[src/rtl/tmon_pkg.sv]
// shared types and constants of the temperature threshold monitor
`default_nettype none

package tmon_pkg;

	localparam int SAMPLE_W = 12;
	localparam int BYTE_W   = 8;
	localparam int EVENT_W  = 4;
	localparam int TEMP_W   = 9;
	localparam int LEVEL_W  = 2;
	localparam int LIMIT_W  = 10;

	// event codes of a result beat
	localparam logic [EVENT_W-1:0] EV_SAMPLE     = 4'd0;
	localparam logic [EVENT_W-1:0] EV_REPORT     = 4'd1;
	localparam logic [EVENT_W-1:0] EV_STORED     = 4'd2;
	localparam logic [EVENT_W-1:0] EV_PROMPT_MAX = 4'd3;
	localparam logic [EVENT_W-1:0] EV_PROMPT_MIN = 4'd4;
	localparam logic [EVENT_W-1:0] EV_MAX_SET    = 4'd5;
	localparam logic [EVENT_W-1:0] EV_MIN_SET    = 4'd6;
	localparam logic [EVENT_W-1:0] EV_BAD_DIGITS = 4'd7;
	localparam logic [EVENT_W-1:0] EV_TOO_LONG   = 4'd8;

	// level codes
	localparam logic [LEVEL_W-1:0] LVL_BELOW = 2'd0;
	localparam logic [LEVEL_W-1:0] LVL_BAND  = 2'd1;
	localparam logic [LEVEL_W-1:0] LVL_ABOVE = 2'd2;

	// item kinds
	localparam logic MODE_SAMPLE = 1'b0;
	localparam logic MODE_BYTE   = 1'b1;

	// terminal characters
	localparam logic [BYTE_W-1:0] CHAR_MAX   = 8'h78;
	localparam logic [BYTE_W-1:0] CHAR_MIN   = 8'h6e;
	localparam logic [BYTE_W-1:0] CHAR_LF    = 8'h0a;
	localparam logic [BYTE_W-1:0] CHAR_ZERO  = 8'd48;
	localparam logic [BYTE_W-1:0] CHAR_NINE  = 8'd57;

	// scaling and limits
	localparam int SCALE_MUL = 330;
	localparam int SCALE_DIV = 4095;
	localparam logic [LIMIT_W-1:0] LIMIT_TOP     = 10'd999;
	localparam logic [LIMIT_W-1:0] MAX_RESET_VAL = 10'd200;
	localparam logic [LIMIT_W-1:0] MIN_RESET_VAL = 10'd100;

endpackage

`default_nettype wire

[src/rtl/tmon_if.sv]
// valid/ready channel interfaces for input items and result beats
`default_nettype none

interface tmon_item_if import tmon_pkg::*; ();
	logic                valid;
	logic                ready;
	logic                mode;
	logic [SAMPLE_W-1:0] sample;
	logic [BYTE_W-1:0]   rx_byte;

	modport source(output valid, mode, sample, rx_byte, input ready);
	modport sink(input valid, mode, sample, rx_byte, output ready);
endinterface

interface tmon_result_if import tmon_pkg::*; ();
	logic               valid;
	logic               ready;
	logic [EVENT_W-1:0] event_res;
	logic [TEMP_W-1:0]  temperature;
	logic [LEVEL_W-1:0] level;
	logic               max_reached;
	logic               min_reached;
	logic [LIMIT_W-1:0] max_limit;
	logic [LIMIT_W-1:0] min_limit;

	modport source(output valid, event_res, temperature, level, max_reached, min_reached,
		max_limit, min_limit, input ready);
	modport sink(input valid, event_res, temperature, level, max_reached, min_reached,
		max_limit, min_limit, output ready);
endinterface

`default_nettype wire

[src/rtl/temperature_threshold_monitor_top.sv]
// temperature threshold monitor: sample scaling, band check and command line parser
//
// usage
//   item channel: one beat is either a sample tick (mode 0, 12-bit reading) or a
//   received terminal byte (mode 1). result channel: at most one beat per item.
//   a sample tick while sampling is paused is taken and gives no result beat.
//   every other item gives exactly one result beat.
// throughput
//   one item per cycle unless stalled; its result beat is in the output register
//   in the cycle after acceptance. all work of an item is one pass of shallow
//   logic (a constant multiply with a reciprocal-free divide by 4095, a threshold
//   compare, or one step of the decimal accumulator) ahead of the result register.
// stall behavior
//   item.ready is high while the result register is empty or being drained, so a
//   new item goes in in the same cycle the held beat leaves. while the receiver
//   stalls, the held beat stays put and no item is taken.
// reset
//   arst_n clears the result register, thresholds go to max 200 / min 100, the
//   report counter, line position, pause and sticky flags go to zero. the line
//   bytes are not cleared: each line rewrites them before they are read.
`default_nettype none

module temperature_threshold_monitor_top import tmon_pkg::*; #(
	parameter int LINE_BYTES      = 6,
	parameter int REPORT_INTERVAL = 5
) (
	input  wire logic      clk,
	input  wire logic      arst_n,
	tmon_item_if.sink      item,
	tmon_result_if.source  result
);

	localparam int POS_W = $clog2(LINE_BYTES + 1);
	localparam int CNT_W = (REPORT_INTERVAL > 1) ? $clog2(REPORT_INTERVAL) : 1;
	localparam int PROD_W = SAMPLE_W + TEMP_W;

	// architectural state
	logic [LIMIT_W-1:0] max_thr_q, min_thr_q;
	logic [CNT_W-1:0]   rpt_cnt_q;
	logic [POS_W-1:0]   pos_q;
	logic               paused_q;
	logic               above_q, below_q;

	// line state: key byte, latest byte, and the digit value folded so far
	// (covers positions 1 .. pos-2, the byte at pos-1 is held back since a
	// terminating CR must not be checked)
	logic [BYTE_W-1:0]  key_q;
	logic [BYTE_W-1:0]  last_q;
	logic [LIMIT_W-1:0] acc_q;
	logic               bad_q;

	// result register
	logic               out_valid_q;
	logic [EVENT_W-1:0] out_event_q;
	logic [TEMP_W-1:0]  out_temp_q;
	logic [LEVEL_W-1:0] out_level_q;
	logic               out_above_q, out_below_q;
	logic [LIMIT_W-1:0] out_max_q, out_min_q;

	logic accept;
	assign item.ready = !out_valid_q || result.ready;
	assign accept     = item.valid && item.ready;

	// sample scaling: temp = floor(s*330/4095)
	// x = q0*4096 + lo = q0*4095 + (q0 + lo), and q0 + lo < 2*4095
	logic [PROD_W-1:0]   prod;
	logic [TEMP_W-1:0]   q0;
	logic [SAMPLE_W:0]   rem;
	logic [TEMP_W-1:0]   temp;
	assign prod = PROD_W'(item.sample) * PROD_W'(SCALE_MUL);
	assign q0   = prod[PROD_W-1:SAMPLE_W];
	assign rem  = {1'b0, prod[SAMPLE_W-1:0]} + (SAMPLE_W+1)'(q0);
	assign temp = q0 + TEMP_W'(rem >= (SAMPLE_W+1)'(SCALE_DIV));

	logic [LIMIT_W-1:0] temp_ext;
	logic               is_below, is_above;
	assign temp_ext = LIMIT_W'(temp);
	assign is_below = temp_ext < min_thr_q;
	assign is_above = !is_below && (temp_ext > max_thr_q);

	logic rpt_wrap;
	assign rpt_wrap = (rpt_cnt_q == CNT_W'(REPORT_INTERVAL - 1));

	// fold of the held-back byte into the decimal value
	logic               last_digit;
	logic [3:0]         last_val;
	logic [LIMIT_W+3:0] acc_next_raw;
	logic [LIMIT_W-1:0] acc_next;
	assign last_digit   = (last_q >= CHAR_ZERO) && (last_q <= CHAR_NINE);
	assign last_val     = 4'(last_q - CHAR_ZERO);
	assign acc_next_raw = {1'b0, acc_q, 3'b000} + {3'b000, acc_q, 1'b0}
		+ (LIMIT_W+4)'(last_val);
	assign acc_next     = (acc_next_raw > (LIMIT_W+4)'(LIMIT_TOP)) ? LIMIT_TOP
		: acc_next_raw[LIMIT_W-1:0];

	logic line_full, pos_has_digits, line_bad;
	logic [BYTE_W-1:0] line_key;
	assign line_full      = (pos_q == POS_W'(LINE_BYTES));
	assign pos_has_digits = (pos_q > POS_W'(1));
	// a line ending at position 0 has the LF itself as key
	assign line_key       = (pos_q == '0) ? item.rx_byte : key_q;
	assign line_bad       = pos_has_digits && bad_q;

	// next-state and result decode
	logic               has_result;
	logic [EVENT_W-1:0] ev;
	logic [TEMP_W-1:0]  res_temp;
	logic [LEVEL_W-1:0] res_level;
	logic               above_d, below_d, paused_d;
	logic [LIMIT_W-1:0] max_d, min_d;
	logic [CNT_W-1:0]   cnt_d;
	logic [POS_W-1:0]   pos_d;
	logic               store_byte;

	always_comb begin
		has_result = 1'b1;
		ev         = EV_STORED;
		res_temp   = '0;
		res_level  = LVL_BELOW;
		above_d    = above_q;
		below_d    = below_q;
		paused_d   = paused_q;
		max_d      = max_thr_q;
		min_d      = min_thr_q;
		cnt_d      = rpt_cnt_q;
		pos_d      = pos_q;
		store_byte = 1'b0;
		if (item.mode == MODE_SAMPLE) begin
			if (paused_q) begin
				has_result = 1'b0;
			end else begin
				res_temp = temp;
				priority if (is_below) begin
					below_d   = 1'b1;
					res_level = LVL_BELOW;
				end else if (is_above) begin
					above_d   = 1'b1;
					res_level = LVL_ABOVE;
				end else begin
					below_d   = 1'b0;
					above_d   = 1'b0;
					res_level = LVL_BAND;
				end
				if (rpt_wrap) begin
					cnt_d = '0;
					ev    = EV_REPORT;
				end else begin
					cnt_d = rpt_cnt_q + CNT_W'(1);
					ev    = EV_SAMPLE;
				end
			end
		end else if (line_full) begin
			ev       = EV_TOO_LONG;
			pos_d    = '0;
			paused_d = 1'b0;
		end else if (item.rx_byte == CHAR_LF) begin
			pos_d    = '0;
			paused_d = 1'b0;
			priority if (line_bad) begin
				ev = EV_BAD_DIGITS;
			end else if (line_key == CHAR_MAX) begin
				max_d = pos_has_digits ? acc_q : '0;
				ev    = EV_MAX_SET;
			end else if (line_key == CHAR_MIN) begin
				min_d = pos_has_digits ? acc_q : '0;
				ev    = EV_MIN_SET;
			end else begin
				ev = EV_STORED;
			end
		end else begin
			store_byte = 1'b1;
			pos_d      = pos_q + POS_W'(1);
			if (item.rx_byte == CHAR_MAX) begin
				paused_d = 1'b1;
				ev       = EV_PROMPT_MAX;
			end else if (item.rx_byte == CHAR_MIN) begin
				paused_d = 1'b1;
				ev       = EV_PROMPT_MIN;
			end
		end
	end

	// control state
	always_ff @(posedge clk or negedge arst_n) begin
		if (!arst_n) begin
			max_thr_q <= MAX_RESET_VAL;
			min_thr_q <= MIN_RESET_VAL;
			rpt_cnt_q <= '0;
			pos_q     <= '0;
			paused_q  <= 1'b0;
			above_q   <= 1'b0;
			below_q   <= 1'b0;
		end else if (accept) begin
			max_thr_q <= max_d;
			min_thr_q <= min_d;
			rpt_cnt_q <= cnt_d;
			pos_q     <= pos_d;
			paused_q  <= paused_d;
			above_q   <= above_d;
			below_q   <= below_d;
		end
	end

	// line bytes, rewritten by each line before use
	always_ff @(posedge clk) begin
		if (accept && store_byte) begin
			if (pos_q == '0) begin
				key_q <= item.rx_byte;
				acc_q <= '0;
				bad_q <= 1'b0;
			end else begin
				last_q <= item.rx_byte;
				if (pos_has_digits) begin
					// once a non-digit is seen the value no longer matters
					bad_q <= bad_q || !last_digit;
					acc_q <= acc_next;
				end
			end
		end
	end

	// result register, refilled while the held beat drains
	always_ff @(posedge clk or negedge arst_n) begin
		if (!arst_n) begin
			out_valid_q <= 1'b0;
		end else if (accept) begin
			out_valid_q <= has_result;
		end else if (result.ready) begin
			out_valid_q <= 1'b0;
		end
	end

	always_ff @(posedge clk) begin
		if (accept && has_result) begin
			out_event_q <= ev;
			out_temp_q  <= res_temp;
			out_level_q <= res_level;
			out_above_q <= above_d;
			out_below_q <= below_d;
			out_max_q   <= max_d;
			out_min_q   <= min_d;
		end
	end

	assign result.valid       = out_valid_q;
	assign result.event_res   = out_event_q;
	assign result.temperature = out_temp_q;
	assign result.level       = out_level_q;
	assign result.max_reached = out_above_q;
	assign result.min_reached = out_below_q;
	assign result.max_limit   = out_max_q;
	assign result.min_limit   = out_min_q;

endmodule

`default_nettype wire

[src/flat_wrapper.sv]
// flat-port wrapper written by rule: the top's interface ports become plain ports
module temperature_threshold_monitor_top_flat import tmon_pkg::*;
#(
	parameter int LINE_BYTES      = 6,
	parameter int REPORT_INTERVAL = 5
)
  (clk, arst_n, item_valid, item_mode, item_sample, item_rx_byte, item_ready, result_valid, result_event_res, result_temperature, result_level, result_max_reached, result_min_reached, result_max_limit, result_min_limit, result_ready);
  tmon_item_if item_i ();
  tmon_result_if result_i ();
  input  wire logic clk;
  input  wire logic arst_n;
  input wire logic [$bits(item_i.valid)-1:0] item_valid;
  input wire logic [$bits(item_i.mode)-1:0] item_mode;
  input wire logic [$bits(item_i.sample)-1:0] item_sample;
  input wire logic [$bits(item_i.rx_byte)-1:0] item_rx_byte;
  output wire logic [$bits(item_i.ready)-1:0] item_ready;
  output wire logic [$bits(result_i.valid)-1:0] result_valid;
  output wire logic [$bits(result_i.event_res)-1:0] result_event_res;
  output wire logic [$bits(result_i.temperature)-1:0] result_temperature;
  output wire logic [$bits(result_i.level)-1:0] result_level;
  output wire logic [$bits(result_i.max_reached)-1:0] result_max_reached;
  output wire logic [$bits(result_i.min_reached)-1:0] result_min_reached;
  output wire logic [$bits(result_i.max_limit)-1:0] result_max_limit;
  output wire logic [$bits(result_i.min_limit)-1:0] result_min_limit;
  input wire logic [$bits(result_i.ready)-1:0] result_ready;
  assign item_i.valid = item_valid;
  assign item_i.mode = item_mode;
  assign item_i.sample = item_sample;
  assign item_i.rx_byte = item_rx_byte;
  assign item_ready = item_i.ready;
  assign result_valid = result_i.valid;
  assign result_event_res = result_i.event_res;
  assign result_temperature = result_i.temperature;
  assign result_level = result_i.level;
  assign result_max_reached = result_i.max_reached;
  assign result_min_reached = result_i.min_reached;
  assign result_max_limit = result_i.max_limit;
  assign result_min_limit = result_i.min_limit;
  assign result_i.ready = result_ready;
  temperature_threshold_monitor_top #(.LINE_BYTES(LINE_BYTES), .REPORT_INTERVAL(REPORT_INTERVAL)) u_core (.clk(clk), .arst_n(arst_n), .item(item_i), .result(result_i));
endmodule
[config.mk]
export PLATFORM = sky130hd
export DESIGN_NAME = temperature_threshold_monitor_top_flat
export DESIGN_NICKNAME = d
export VERILOG_FILES = /design/src/rtl/tmon_pkg.sv /design/src/rtl/tmon_if.sv /design/src/rtl/temperature_threshold_monitor_top.sv /design/src/flat_wrapper.sv
export SDC_FILE = /design/constraint.sdc
export NUM_CORES = 1
export LEC_CHECK = 0
export BUFFER_PORTS_ARGS = -buffer_cell sky130_fd_sc_hd__buf_2
export CORE_MARGIN = 1
export CORE_UTILIZATION = 60
export DETAILED_ROUTE_END_ITERATION = 7
export HOLD_SLACK_MARGIN = 0.05
export PLACE_DENSITY = 0.89
export SETUP_SLACK_MARGIN = 0.5
export SLEW_MARGIN = 20
export SYNTH_ARGS = -nofsm -noshare
export SYNTH_HDL_FRONTEND = slang
export SYNTH_SLANG_ARGS = --single-unit
[constraint.sdc]
create_clock -name clk -period 5.4 [get_ports clk]
set_input_delay 0.27 -clock clk [delete_from_list [all_inputs] [get_ports clk]]
set_output_delay 0.27 -clock clk [all_outputs]
set_load 0.02 [all_outputs]
==> results.cfg <==
[cells_and_area]
instances_no_fill = 982
fin_util = 0.795
final_area_sq_mm = 0.00903
final_common_cell = buf_4
areaGrowthSynthToFinish_pct = 29.5
layout_common_cells = buf_4, ha_1, nand2_1, edfxtp_1, buf_2
layout-drive-gt1-share = 0.342
multiInputGateArea_sq_mm = 0.00448
seq_area_sq_mm = 0.00268
antennaDiodeCount = 0
nNetsFinal = 981
fill_cells = 584

[grt]
grt_overflow = 0
grt_pass1_wl_mm = 34.1
grt_max_degree = 42
antenna_found_initial = 0
grt_pass1_vias = 6614
grt_usage = 0.384

[die]
num_rows = 39
coreArea_sq_mm = 0.0114
die_x_um = 110
start_util = 0.614
io_pins = 64
floorplan.die.height_um = 110
die-area_sq_mm = 0.0121

[worst_setup_path]
critical_path.endpoint = u_core.below_q$_DFFE_PN0P_
r2r_start = u_core.pos_q[0]$_DFFE_PN0P_
worst_setup_path_start_kind = input pin
path_class = input pin to flop
crit_cells = 33
reg2regPathDepth = 11
critPathSlowestCell = fa_1
cpPeakStageDelay_ns = 0.48
cp.required_ns = 5.66
cp_num_buf_inv = 4
rrSetupSlack_ns = 1.12
crit_arrival_ns = 8.43
crit_family = compound AO/OA/AOI/OAI gates
regToRegEndpoint = u_core.min_thr_q[9]$_DFFE_PN0P_
crit_top_cell = ha_1
startpoint = item_sample[0]
critPathCaptureType = flop
crit_path_max_fanout = 4

[timing]
rsz0062_at_grt = true
fmax_mhz = 122
tightest_slew_ns = 1.11
setup_slack_ns = -2.77
fin_crit_sh = 1.51
finalSetupViolations = 15
finalHoldViolations = 0
slew_headroom = 0.261
report.final.slew_viol_count = 0
skew_ns = 0.0130
finalCriticalPeriod_ns = 8.17

[placement]
io_buffers = 63
routabilityCongestion = 0.955
dpl_cell_area_sq_mm = 0.00830
hpwl_mm = 14.1
detailedPlace.worstSlack_ns = -2.24
dpl.cell_count = 942

[power]
vdd.ir_drop.worst_v = 0.000396
p_per_area_mw_per_mm2 = 588
p_leak_uw = 0.00411
finalPower_uw = 5310

[synthesis]
yosys.area_share.simple = 0.141
synthArstFlopShare = 0.319
synth_compound_area_frac = 0.127
syn_inst = 661
syn_nets = 808
synth_flop_cell = edfxtp_1
synth_top_family_by_area = adder cells
yosys_warnings = 0
synthMuxAreaShare = 0.0344
synthXorXnorAreaFrac = 0.0377
synth-edff-count = 64
syn_area_sq_mm = 0.00698
synth_seq_cells = 94
yosysSeqAreaShare = 0.384
synth_adder_area_share = 0.237
syn_area_per_cell_sq_um = 10.6
synth_cell_types = 65

[cts]
cts_max_level = 3
clk_latency_ns = 0.36
cts_tree = built
root_buffer = clkbuf_16
clk_pin_slew_ns = 0.07
cts_buffer_depth = 2
cts_buffers = 9
clock_sinks = 94

[worst_hold_path]
hold_path.class = input pin to flop

[drt]
ant_nets = 0
drc = 0
detail_route.wl_per_cell_um = 25.2
drtPass1Iterations = 8
vias = 6901
via_per_inst = 7.03
wl_mm = 24.7
drtIter0Drc = 852

[job]
drv_cap = 0

[run_status]
violations = negative setup slack
outcome = complete, but fails checks
-- power breakdown --
group | switching, uW | internal, uW
Clock | 282 | 356
Combinational | 2010 | 1620
Sequential | 91.6 | 961
Total | 2380 | 2930
-- cell usage after synthesis (7+ instances only) --
library cell	n	area, sq um
fa_1	17	340
xor2_1	13	114
nand2_1	68	255
nor3_1	11	55.1
dfrtp_1	24	601
nand3_1	9	45.0
nor2_1	32	120
xnor2_1	17	149
nand2b_1	7	43.8
edfxtp_1	64	1920
a21o_1	16	120
a21oi_1	33	165
o21ai_0	47	235
o21a_1	7	52.6
nor2b_1	18	113
ha_1	105	1310
mux2_2	16	180
inv_1	51	191
and2_1	12	75.1
-- cell families (layout without fill, tap and decap cells) --
family / count (synthesis) / in the layout
xor+xnor: 30 / 30
mux: 22 / 22
compound gates: 136 / 136
simple gates: 193 / 193
buf+inv: 64 / 242
flops: 94 / 94
fa+ha+maj: 122 / 122
-- routing by layer --
layer	share of wire	vias to the layer above	routed length, um	GRT usage
met5	0	-	0	0
met4	0.092	0	2260	0.263
met3	0.13	276	3180	0.0800
met2	0.45	732	11000	0.609
met1	0.33	3163	8240	0.471
li1	-	2730	-	-
-- stage by stage --
step           hold WS (ns)  TNS, ns
2_1_floorplan       -0.0256    -9.57
3_3_place_gp          0.338   -15.63
3_5_place_dp          0.363   -21.96
4_1_cts               0.118   -14.26
5_1_grt               0.127   -28.26
6_report              0.119   -25.94
-- cell type report --
| class | instances | area share |
|---|---|---|
| clock inverters | 7 | 0.00720 |
| clock buffers | 9 | 0.0249 |
| inverters | 51 | 0.0215 |
| multi-input cells | 503 | 0.496 |
| flip-flops and latches | 94 | 0.297 |
| repair buffers | 175 | 0.134 |
| well taps | 143 | 0.0198 |
-- worst min path at each step --
| stage | cells after the start | start | end | slack, ns |
|---|---|---|---|---|
| floorplan | 0 | arst_n | u_core.above_q$_DFFE_PN0P_ | -0.03 |
| global placement | 1 | arst_n | u_core.max_thr_q[8]$_DFFE_PN0P_ | 0.34 |
| detailed placement | 1 | arst_n | u_core.min_thr_q[8]$_DFFE_PN0P_ | 0.36 |
| CTS | 1 | item_rx_byte[7] | u_core.last_q[7]$_DFFE_PP_ | 0.12 |
| global route | 1 | item_rx_byte[3] | u_core.last_q[3]$_DFFE_PP_ | 0.13 |
| finish | 1 | item_rx_byte[7] | u_core.last_q[7]$_DFFE_PP_ | 0.12 |
-- registers in the layout (all words and copies together) (netlist names), 4 cells and up --
name                       flops
u_core.max_thr_q              10
u_core.result.max_limit       10
u_core.result.event_res        4
u_core.key_q                   8
u_core.result.min_limit       10
u_core.acc_q                  10
u_core.min_thr_q              10
u_core.result.temperature      9
u_core.last_q                  8
-- timing repair --
item | 4_1_cts | 5_1_grt
setup buffers | 14 | 9
pin swaps | 48 | 33
endpoints found under the hold margin | 24 | 0
setup endpoints to repair | 15 | 15
hold buffers | 1 | 0
gates resized for setup | 38 | 22
No activity file was read; power rests on OpenSTA's default activity.
